[src/hdl/ntdd_sqrt.sv]
// Floor square root, one root bit per pipeline stage, with a side channel.
module ntdd_sqrt #(
    parameter int RB  = 15,
    parameter int SBW = 8
) (
    input  logic               i_clk,
    input  logic               i_rst_n,
    input  logic               i_ce,
    input  logic               i_valid,
    input  logic [2*RB-1:0]    i_rad,
    input  logic [SBW-1:0]     i_side,
    output logic               o_valid,
    output logic [RB-1:0]      o_root,
    output logic [SBW-1:0]     o_side
);

    logic [2*RB-1:0] r_n   [RB];
    logic [2*RB-1:0] r_res [RB];
    logic [SBW-1:0]  r_sd  [RB];
    logic            r_v   [RB];

    for (genvar k = 0; k < RB; k++) begin : g_stage
        localparam logic [2*RB-1:0] BIT = (2*RB)'(1) << (2*(RB-1-k));
        logic [2*RB-1:0] p_n, p_res, t;
        logic [SBW-1:0]  p_sd;
        logic            p_v;
        if (k == 0) begin : g_first
            assign p_n   = i_rad;
            assign p_res = '0;
            assign p_sd  = i_side;
            assign p_v   = i_valid;
        end else begin : g_next
            assign p_n   = r_n[k-1];
            assign p_res = r_res[k-1];
            assign p_sd  = r_sd[k-1];
            assign p_v   = r_v[k-1];
        end
        assign t = p_res + BIT;

        always_ff @(posedge i_clk) begin
            if (!i_rst_n) begin
                r_v[k] <= 1'b0;
            end else if (i_ce) begin
                r_v[k] <= p_v;
            end
        end

        always_ff @(posedge i_clk) begin
            if (i_ce) begin
                r_sd[k] <= p_sd;
                if (p_n >= t) begin
                    r_n[k]   <= p_n - t;
                    r_res[k] <= (p_res >> 1) + BIT;
                end else begin
                    r_n[k]   <= p_n;
                    r_res[k] <= p_res >> 1;
                end
            end
        end
    end

    assign o_valid = r_v[RB-1];
    assign o_root  = r_res[RB-1][RB-1:0];
    assign o_side  = r_sd[RB-1];

endmodule

[config.mk]
export PLATFORM = sky130hd
export DESIGN_NAME = ntdd_sqrt
export DESIGN_NICKNAME = d
export VERILOG_FILES = /design/src/hdl/ntdd_sqrt.sv
export SDC_FILE = /design/constraint.sdc
export NUM_CORES = 1
export LEC_CHECK = 0
export BUFFER_PORTS_ARGS = -buffer_cell sky130_fd_sc_hd__buf_4
export CAP_MARGIN = 10
export CORE_UTILIZATION = 30
export CTS_BUF_LIST = sky130_fd_sc_hd__clkbuf_8
export CTS_CLUSTER_DIAMETER = 100
export CTS_CLUSTER_SIZE = 28
export DETAILED_ROUTE_END_ITERATION = 10
export PLACE_DENSITY_LB_ADDON = 0.1
export SYNTH_ARGS = -nofsm -noshare
export SYNTH_HDL_FRONTEND = slang
export SYNTH_SLANG_ARGS = --single-unit
[constraint.sdc]
create_clock -name i_clk -period 7.6 [get_ports i_clk]
set_input_delay 2.28 -clock i_clk [delete_from_list [all_inputs] [get_ports i_clk]]
set_output_delay 2.28 -clock i_clk [all_outputs]
set_load 0.05 [all_outputs]
==> metrics.txt <==
outcome=finished, final reports clean; slowest CP cell=buf_4; NumNets Final=~2,400; CTS Root Cell=clkbuf_8; largest net degree at the start of global routing=~160; Via-to-Cell Ratio=4.701; TritonRoute pass-1 iters=5; Async SR Flop Fraction=0%; Synth Area in Adders=under 10%; Final Setup Violations=0; share of cells above drive strength 1=under 10%; gr usage total=about 12%; CP Cell Sequence=buf_8 > buf_4 > nand2_1 > a2111oi_0 > o21ai_1 > mux2_2; register area share after synthesis=about two thirds; row count=~120; number of synthesized flops with an enable pin=approximately 670; Port Buffers=65; RSZ-0062 raised after global routing=false; CP peak stage delay=0.52 ns; Pleak=between 10 and 15 nW; Sum Neg Setup Slack=0 ns; Final Hold Viols=0; Req. time, crit path=8.06 ns; Ports=66; first-pass GRT wire length=about 96,000 um; Critical Path End Type=flop; Clock Sinks=between 600 and 700; worst skew pair latency=~0.7 ns; slew of the pin with the lowest slew margin=~1.2 ns; Peak VDD IR=~150 uV; number of global-route vias before repair=approximately 17,000; Synth Area in XOR/XNOR=5.008%; CP Max Fanout=87; die height=317.7 um; clk_skew=0.06803 ns; syn_area_per_cell=roughly 14 um2; Synth Cell Area=approximately 0.03 mm2; Post-Syn Nets=between 2,000 and 2,500; Distinct cells, synth=76; CORE AREA=0.09856 mm2; slew margin rel.=between 20% and 30%; Die Footprint=0.1009 mm2; mux cell area share after synthesis=1.218%; Via Count=~17,000; flip-flop and latch count after synthesis=approximately 680; pwr/cell area=about 240 mW/mm2; Slew Limit Fails=0; Synth Area in Compound Gates=between 7 and 8%; drt wl/cell=17.36 um; WL final=between 60,000 and 70,000 um; number of setup buffers added after CTS=0; type of the worst setup path=in -> reg; Final Util=approximately 33%; 1st-iter DRT viols=around 1,100; clock transition at the registers of the reported paths=0.15 ns; critical path's top delay family=buffers and inverters; Resized Gates After CTS=0; min-delay worst type=reg -> reg; Hold Buf Count CTS=0; CTS H-tree lvls=2; Initial Util=roughly 30%; Worst Path Buf+Inv=2; GRT Residual Overflow=0; Ys Warns=0; post-synthesis simple-gate area fraction=about a tenth; largest family of logic cells by synthesized area=simple AND/OR/NAND/NOR gates; Period minus WS final=~4.3 ns; RD Place Congestion=between 0.8 and 0.9; FMAX=233.6 MHz; CTS tree=built; Clock Tree Buf Depth=3; Critical Path AT=between 4 and 5 ns; fin crit share=a little under three fifths; total CTS buffers=34; P&R area growth vs syn=9.129%; max cap viols=0; die width=roughly 320 um; DRT antenna net count=0; commonest register cell after synthesis=edfxtp_1; CP Launch Type=input port; post-synthesis cell count=between 2,000 and 2,500; HPWL after detailed placement=~45,000 um; initial antenna violation count=1; DRC=0
cell type report:
cell class | instances | area (um2)
well taps | 1287 | 1610
fillers | 9588 | 65930
multi-input cells | 1257 | 8831
diodes | 1 | 2.502
clock buffers | 35 | 481.7
clock inverters | 23 | 251.5
inverters | 158 | 593.1
flip-flops and latches | 675 | 20260
repair buffers | 78 | 605.6
worst register-to-register path: stages (launching register included):
cell      delay (ns)
edfxtp_1        0.44
ha_1            0.36
nor2b_1         0.17
o31a_1          0.28
o31ai_1         0.49
a21o_1          0.31
o2111a_1        0.86
mux2_2          0.43
synthesized netlist by cell type (all sizes together), types with 8 or more instances:
master / number / area [um2]
or4: 9 / 75.07
or3: 20 / 135.1
edfxtp: 674 / 20240
ha: 132 / 1652
a21o: 28 / 210.2
and3: 23 / 143.9
mux2: 27 / 304.0
buf: 11 / 65.06
nand4b: 13 / 113.9
nor2: 122 / 460.5
nand2: 105 / 394.1
nand3: 31 / 155.2
o21a: 30 / 225.2
clkbuf: 43 / 161.4
a211oi: 15 / 122.6
or2: 8 / 50.05
nor4: 56 / 362.8
nor3: 53 / 265.3
xor2: 77 / 674.4
o31ai: 8 / 60.06
inv: 158 / 593.1
nor2b: 18 / 112.6
o21ai: 97 / 485.5
a21oi: 102 / 514.2
xnor2: 94 / 823.3
nor4b: 22 / 192.7
nand4: 28 / 181.4
nand3b: 15 / 112.6
nand2b: 31 / 193.9
where the power goes:
| part | leakage, nW | switching (mW) | internal, mW |
|---|---|---|---|
| logic | 4.84 | 0.673 | 0.505 |
| clock network | 0.373 | 1.19 | 0.548 |
| registers | 6.50 | 0.264 | 4.56 |
registers in the layout, summed over array words and instances (netlist names):
register,cells
r_res,120
r_sd,120
r_v,15
r_n,420
layer usage:
layer  global-route usage (%)  part of all wire [%]  vias up
met1                    15.71                    45     8047
met4                    3.301                   2.3        0
met5                        0                     0        -
li1                         -                     -     8122
met3                    1.713                   3.5       73
met2                    20.76                    49      279
path summary, 6_finish.rpt:
path,cells past startpoint,to,start,slack [ns]
worst min-delay path,0,r_sd[1][12]$_DFFE_PP_,r_sd[1][4]$_DFFE_PP_,0.43
worst min register to register,0,r_sd[1][12]$_DFFE_PP_,r_sd[1][4]$_DFFE_PP_,0.43
worst max register to register,7,r_n[1][164]$_DFFE_PP_,r_n[1][124]$_DFFE_PP_,4.05
worst max-delay path,6,r_n[0][173]$_DFFE_PP_,i_ce,3.32
cells in the final DEF (no fill, tap or decap), drive strengths merged, types with 7 or more instances in the layout:
| cell type | n |
|---|---|
| nor2b | 18 |
| buf | 78 |
| nand4 | 28 |
| nor4b | 22 |
| nand3b | 15 |
| a31oi | 7 |
| edfxtp | 674 |
| nand4b | 13 |
| mux2 | 27 |
| o21ai | 97 |
| a211oi | 15 |
| inv | 171 |
| nand2b | 31 |
| nand3 | 31 |
| or2 | 8 |
| o21a | 30 |
| or3 | 20 |
| o31ai | 8 |
| o211ai | 7 |
| or4 | 9 |
| nor3 | 53 |
| nand2 | 105 |
| xor2 | 77 |
| nor4 | 56 |
| xnor2 | 94 |
| clkbuf | 35 |
| ha | 132 |
| a21oi | 102 |
| and3 | 23 |
| nor2 | 122 |
| a21o | 28 |
stage by stage:
step	power [mW]	std cells	setup WS [ns]	hold WS [ns]	cell area [um2]
after detailed placement	6.103	3455	2.502	0.4045	31900
after global placement	6.090	3455	2.646	0.4015	31900
after CTS	7.870	3513	3.303	0.4251	32630
after floorplan	5.699	2144	3.286	0.4003	29900
final	7.740	3514	3.319	0.4297	32640
after global routing	8.156	3514	3.018	0.4308	32640
kinds of logic (layout without fill, tap and decap cells):
family,count (synthesis),count (layout)
flops,675,675
mux,33,33
buf+inv,212,294
simple gates,581,581
xor+xnor,171,171
fa+ha+maj,132,132
compound gates,340,340
other cells,0,1
No activity file was read; power rests on OpenSTA's default activity.
