==> config.mk <==
export PLATFORM = sky130hd
export DESIGN_NAME = ntdd_front
export DESIGN_NICKNAME = d
export VERILOG_FILES = /design/src/hdl/ntdd_front.sv
export SDC_FILE = /design/constraint.sdc
export NUM_CORES = 2
export LEC_CHECK = 0
export ABC_AREA = 1
export ABC_CLOCK_PERIOD_IN_PS = 7400
export BUFFER_PORTS_ARGS = -buffer_cell sky130_fd_sc_hd__buf_2
export CORE_UTILIZATION = 44
export CTS_CLUSTER_DIAMETER = 150
export DETAILED_ROUTE_END_ITERATION = 12
export PLACE_DENSITY = 0.67
export RECOVER_POWER = 50
export SLEW_MARGIN = 20
export SYNTH_ARGS = -nofsm -noshare
export SYNTH_HDL_FRONTEND = slang
export SYNTH_SLANG_ARGS = --single-unit
export TNS_END_PERCENT = 10
==> constraint.sdc <==
create_clock -name i_clk -period 7.4 [get_ports i_clk]
set_input_delay 1.11 -clock i_clk [delete_from_list [all_inputs] [get_ports i_clk]]
set_output_delay 1.11 -clock i_clk [all_outputs]
set_load 0.01 [all_outputs]
==> src/hdl/ntdd_front.sv <==
// Sign handling, squares, norm test and the radicand for the horizontal part.
module ntdd_front #(
    parameter int CFB = 14,
    parameter int UB  = 16,
    parameter int RB  = 15
) (
    input  logic                 i_clk,
    input  logic                 i_rst_n,
    input  logic                 i_ce,
    input  logic                 i_valid,
    input  logic signed [15:0]   i_x,
    input  logic signed [15:0]   i_y,
    input  logic signed [15:0]   i_z,
    input  logic [15:0]          i_thr,
    output logic                 o_valid,
    output logic                 o_ok,
    output logic                 o_sx,
    output logic                 o_sy,
    output logic [15:0]          o_ax,
    output logic [15:0]          o_ay,
    output logic [UB-1:0]        o_zc,
    output logic [2*RB-1:0]      o_rad
);

    localparam logic [UB-1:0]   ONE  = UB'(1) << CFB;
    localparam logic [2*UB-1:0] ONE2 = (2*UB)'(1) << (2*CFB);

    logic signed [16:0] xe, ye, ze, xn, yn;
    logic [16:0]        axf, ayf, azf;
    logic [UB-1:0]      azu;

    logic              r1_v, r1_sx, r1_sy;
    logic [15:0]       r1_ax, r1_ay, r1_az;
    logic [UB-1:0]     r1_zc;

    logic              r2_v, r2_sx, r2_sy;
    logic [15:0]       r2_ax, r2_ay;
    logic [UB-1:0]     r2_zc;
    logic [31:0]       r2_xx, r2_yy, r2_zz;
    logic [2*UB-1:0]   r2_zc2;

    logic [33:0]       n_sum;

    assign xe  = {i_x[15], i_x};
    assign ye  = {i_y[15], i_y};
    assign ze  = {i_z[15], i_z};
    assign xn  = i_z[15] ? -xe : xe;
    assign yn  = i_z[15] ? -ye : ye;
    assign axf = xn[16] ? 17'(-xn) : 17'(xn);
    assign ayf = yn[16] ? 17'(-yn) : 17'(yn);
    assign azf = ze[16] ? 17'(-ze) : 17'(ze);
    assign azu = UB'(azf[15:0]);

    always_ff @(posedge i_clk) begin
        if (!i_rst_n) begin
            r1_v <= 1'b0;
            r2_v <= 1'b0;
            o_valid <= 1'b0;
        end else if (i_ce) begin
            r1_v <= i_valid;
            r2_v <= r1_v;
            o_valid <= r2_v;
        end
    end

    assign n_sum = {2'b00, r2_xx} + {2'b00, r2_yy} + {2'b00, r2_zz};

    always_ff @(posedge i_clk) begin
        if (i_ce) begin
            r1_sx <= xn[16];
            r1_sy <= yn[16];
            r1_ax <= axf[15:0];
            r1_ay <= ayf[15:0];
            r1_az <= azf[15:0];
            r1_zc <= (azu > ONE) ? ONE : azu;

            r2_sx  <= r1_sx;
            r2_sy  <= r1_sy;
            r2_ax  <= r1_ax;
            r2_ay  <= r1_ay;
            r2_zc  <= r1_zc;
            r2_xx  <= r1_ax * r1_ax;
            r2_yy  <= r1_ay * r1_ay;
            r2_zz  <= r1_az * r1_az;
            r2_zc2 <= r1_zc * r1_zc;

            o_ok  <= n_sum > {18'd0, i_thr};
            o_sx  <= r2_sx;
            o_sy  <= r2_sy;
            o_ax  <= r2_ax;
            o_ay  <= r2_ay;
            o_zc  <= r2_zc;
            o_rad <= (2*RB)'(ONE2 - r2_zc2);
        end
    end

endmodule

==> impl_summary.txt <==
----------------------------------------------------
[Synthesis]
  Count of flip-flops with a built-in enable after synthesis ... 314
  Area fraction of the dominant cell type after synthesis ... 0.301
  Largest family of logic cells by synthesized area ... adder cells
  Cell area after synthesis ... 45400 um^2
  Synth cell types ... 50
  Number of warnings issued by yosys ... 0
  Most used flip-flop cell after synthesis ... sky130_fd_sc_hd__edfxtp_1
  Async set-reset flop share out of synthesis ... 0
  Fraction of synthesized cell area in xor and xnor cells ... 0.0428
  Flip-flop and latch count after synthesis ... 317
  Post-synthesis instance total ... 5253
  Post-synthesis compound-gate area fraction ... 0.0450
  Fraction of the mapped netlist area in adder cells ... 0.422
  Dominant cells by area after synthesis ... sky130_fd_sc_hd__fa_1, sky130_fd_sc_hd__edfxtp_1, sky130_fd_sc_hd__ha_1
  Mean Syn Cell Area ... 8.65 um^2
  Area fraction in and, or, nand and nor cells after synthesis ... 0.149
  Largest area contributor in the netlist ... sky130_fd_sc_hd__fa_1
  Multiplexer area fraction after synthesis ... 0
  Proportion of synthesized chip area in sequential cells ... 0.209

[GRT]
  Met1 track demand over resource ... 0.266
  Number of global-route vias before repair ... 34038
  Total Routing Usage GR ... 0.198
  Met2 Resource Use GR ... 0.337
  Met3 GRT Util ... 0.0227
  Largest net degree at the start of global routing ... 132
  Layer carrying the most global-route usage ... met2
  Global-route wire length before repair ... 167000 um
  Initial antenna violation count ... 0
  Overall overflow remaining after global route ... 0

[Placed design]
  Placed Cells ... 6648
  Detail Placement HPWL ... 81700 um
  Pre-CTS setup slack ... 0.987 ns
  RD Place Congestion ... 0.914
  Buffers added on ports ... 149

[CTS]
  Cts-stage hold buffer count ... 0
  CTS Buf Count ... 37
  Clock Latency Late Sink ... 0.61 ns
  Number of resized instances in the post-cts repair step ... 0
  H-tree depth ... 2
  Clock tree root buffer cell ... sky130_fd_sc_hd__clkbuf_16
  Deepest clock path buffer count ... 3
  TritonCTS clock tree ... yes
  Post-CTS repair timing setup buffer count ... 0
  Number of clock sinks ... 317
  CTS clk-pin slew, worst paths ... 0.06 ns

[Worst setup path]
  Terminus of the critical flop-to-flop path ... r2_yy[25]
  Maximum fanout count along the critical path ... 18
  Crit path kind ... flip-flop to flip-flop
  Arrival time at the worst endpoint ... 6.87 ns
  Number of cells on the worst reg-to-reg path ... 17
  Worst path required time ... 7.74 ns
  Setup slack on the worst flop-to-flop path ... 0.86 ns
  Startpoint of the lowest-slack register-to-register path ... r1_ay[11]
  Worst setup EP type ... flip-flop
  Startpoint type of the worst setup path ... flip-flop

[Finish]
  Relative area change from synthesis to final layout ... 6.78%
  Non-filler cells, final ... 6714
  Antenna cells ... 0
  Combined area of the multi-input logic cells ... 29900 um^2
  Layout cells sized above 1 ... 0.0352
  Final Net Count ... 6511
  Area of all sequential standard cells ... 9490 um^2
  Filler Cells Inserted ... 9772

[STA]
  Part of the cycle the worst path needs ... 0.883
  Slew at the pin with the worst max-slew slack ... 5.75 ns
  Final worst-path setup slack ... 0.863 ns
  Final-report setup violation count ... 0
  Total Neg Setup Slack ... 0 ns
  Final Hold Vio Count ... 0
  F_max ... 0.153 GHz
  Worst clock skew ... 0.0233 ns
  Final number of max-transition violations ... 162
  Slew HR ... -2.83
  RSZ-0062 raised after global routing ... false
  Crit path time final ... 6.54 ns

[Floorplan]
  Die height ... 323 um
  Standard cell core area ... 102000 um^2
  Starting utilization of the core area ... 0.445
  Number of cell rows ... 117
  I/O pin total ... 150
  Die Area ... 105000 um^2
  Overall die width ... 323 um

[Detailed routing]
  Routed length per instance ... 14.7 um
  Post-route DRC violation count ... 0
  Average via count per standard cell ... 4.82
  Drt first pass iters ... 7
  DRC violation total after the first TritonRoute iteration ... 2091
  Via count ... 32390
  Detail Route Antenna Nets ... 0
  Total Wirelength ... 98600 um

[Hold path]
  Hold/Removal Path Class ... flip-flop to flip-flop
  Destination of the worst hold path ... o_ay[4]
  Worst Min Path Start ... r2_ay[4]
  Number of cells on the worst hold path ... 0

[Status]
  Violations in the final reports ... max-capacitance violations, max-slew violations
  Status ... complete, but fails checks

[Flow run]
  Max-Cap Viols ... 2

----------------------------------------------------
critical path: stages, from the launching register on:
cell                       delay (ns)
sky130_fd_sc_hd__edfxtp_1        0.89
sky130_fd_sc_hd__nand2_1         0.26
sky130_fd_sc_hd__fa_1            0.58
sky130_fd_sc_hd__fa_1            0.56
sky130_fd_sc_hd__inv_1           0.06
sky130_fd_sc_hd__fa_1            0.50
sky130_fd_sc_hd__fa_1            0.52
sky130_fd_sc_hd__fa_1            0.51
sky130_fd_sc_hd__inv_1           0.05
sky130_fd_sc_hd__fa_1            0.48
sky130_fd_sc_hd__inv_1           0.04
sky130_fd_sc_hd__ha_1            0.34
sky130_fd_sc_hd__nand2_1         0.13
sky130_fd_sc_hd__nor4_1          0.69
sky130_fd_sc_hd__nand4_1         0.19
sky130_fd_sc_hd__nand3_1         0.24
sky130_fd_sc_hd__a21oi_1         0.12
sky130_fd_sc_hd__xnor2_1         0.14
cell usage after synthesis, drive strengths merged, types with 10 or more instances:
cell type and number:
nand3 138, a21oi 171, or2 13, o211ai 13
inv 1451, o21bai 25, ha 442, nand4 31
nand2 1120, a21o 14, xnor2 65, o21a 10
xor2 157, edfxtp 314, nand3b 23, nor3 42
buf 15, fa 682, clkbuf 113, o21ai 93
nor2 277
worst max-delay path by stage:
stage,from,endpoint,slack [ns]
3_5_place_dp,r1_ay[11],r2_yy[25],0.99
5_1_grt,r1_ay[9],r2_yy[25],0.53
3_3_place_gp,r1_ay[11],r2_yy[25],1.02
6_report,r1_ay[11],r2_yy[25],0.86
4_1_cts,r1_ay[11],r2_yy[25],0.97
2_1_floorplan,r1_az[8],r2_zz[28],1.79
sequential cells by signal (all words and copies together) (netlist names), 28 cells and up:
name,cells
r2_xx,30
r2_zz,31
r2_zc2,28
o_rad,28
r2_yy,30
metrics by stage:
| step | utilization | hold WS [ns] | area [um^2] |
|---|---|---|---|
| final | 0.475 | 0.417 | 48500 |
| after global placement | 0.465 | 0.402 | 47400 |
| after floorplan | - | 0.400 | 45400 |
| after global routing | 0.475 | 0.421 | 48500 |
| after detailed placement | 0.465 | 0.405 | 47400 |
| after CTS | 0.477 | 0.415 | 48600 |
metal layers:
layer | wire (um) | share of wire
met3 | 4180 | 0.042
met4 | 2320 | 0.024
met1 | 44400 | 0.45
met2 | 47700 | 0.48
met5 | 0 | 0
layout by cell type, fill, tap and decap left out, types with 6 or more instances in the layout:
| master | count |
|---|---|
| sky130_fd_sc_hd__clkbuf_16 | 37 |
| sky130_fd_sc_hd__a21oi_2 | 11 |
| sky130_fd_sc_hd__nand2_2 | 6 |
| sky130_fd_sc_hd__fa_1 | 682 |
| sky130_fd_sc_hd__o21bai_1 | 25 |
| sky130_fd_sc_hd__ha_1 | 442 |
| sky130_fd_sc_hd__a21boi_0 | 7 |
| sky130_fd_sc_hd__o21a_1 | 10 |
| sky130_fd_sc_hd__clkbuf_1 | 87 |
| sky130_fd_sc_hd__xnor2_1 | 65 |
| sky130_fd_sc_hd__nor2_1 | 264 |
| sky130_fd_sc_hd__nor3_1 | 40 |
| sky130_fd_sc_hd__clkinv_2 | 6 |
| sky130_fd_sc_hd__inv_1 | 1444 |
| sky130_fd_sc_hd__nor2_2 | 11 |
| sky130_fd_sc_hd__buf_2 | 66 |
| sky130_fd_sc_hd__a31oi_1 | 6 |
| sky130_fd_sc_hd__xor2_1 | 157 |
| sky130_fd_sc_hd__nand3b_1 | 23 |
| sky130_fd_sc_hd__nand2_1 | 1114 |
| sky130_fd_sc_hd__a21o_1 | 14 |
| sky130_fd_sc_hd__a21oi_1 | 160 |
| sky130_fd_sc_hd__nand4_1 | 30 |
| sky130_fd_sc_hd__or2_2 | 12 |
| sky130_fd_sc_hd__o21ai_0 | 91 |
| sky130_fd_sc_hd__nand3_1 | 136 |
| sky130_fd_sc_hd__o211ai_1 | 13 |
| sky130_fd_sc_hd__edfxtp_1 | 314 |
kinds of logic (layout without fill, tap and decap cells):
family	after synthesis	count (layout)
xor+xnor	222	222
fa+ha+maj	1124	1124
flops	317	317
compound gates	353	353
other cells	2	4
buf+inv	1579	1670
simple gates	1656	1656
cell type report:
cell class              instances  share of cell area
clock buffers                  40              0.0193
clock inverters                26             0.00609
inverters                    1451               0.112
multi-input cells            3359               0.617
flip-flops and latches        317               0.196
well taps                    1368              0.0353
repair buffers                153              0.0141
Power is not shown: default switching activity piles up to over one toggle a cycle in this logic, so the estimate is an artifact.
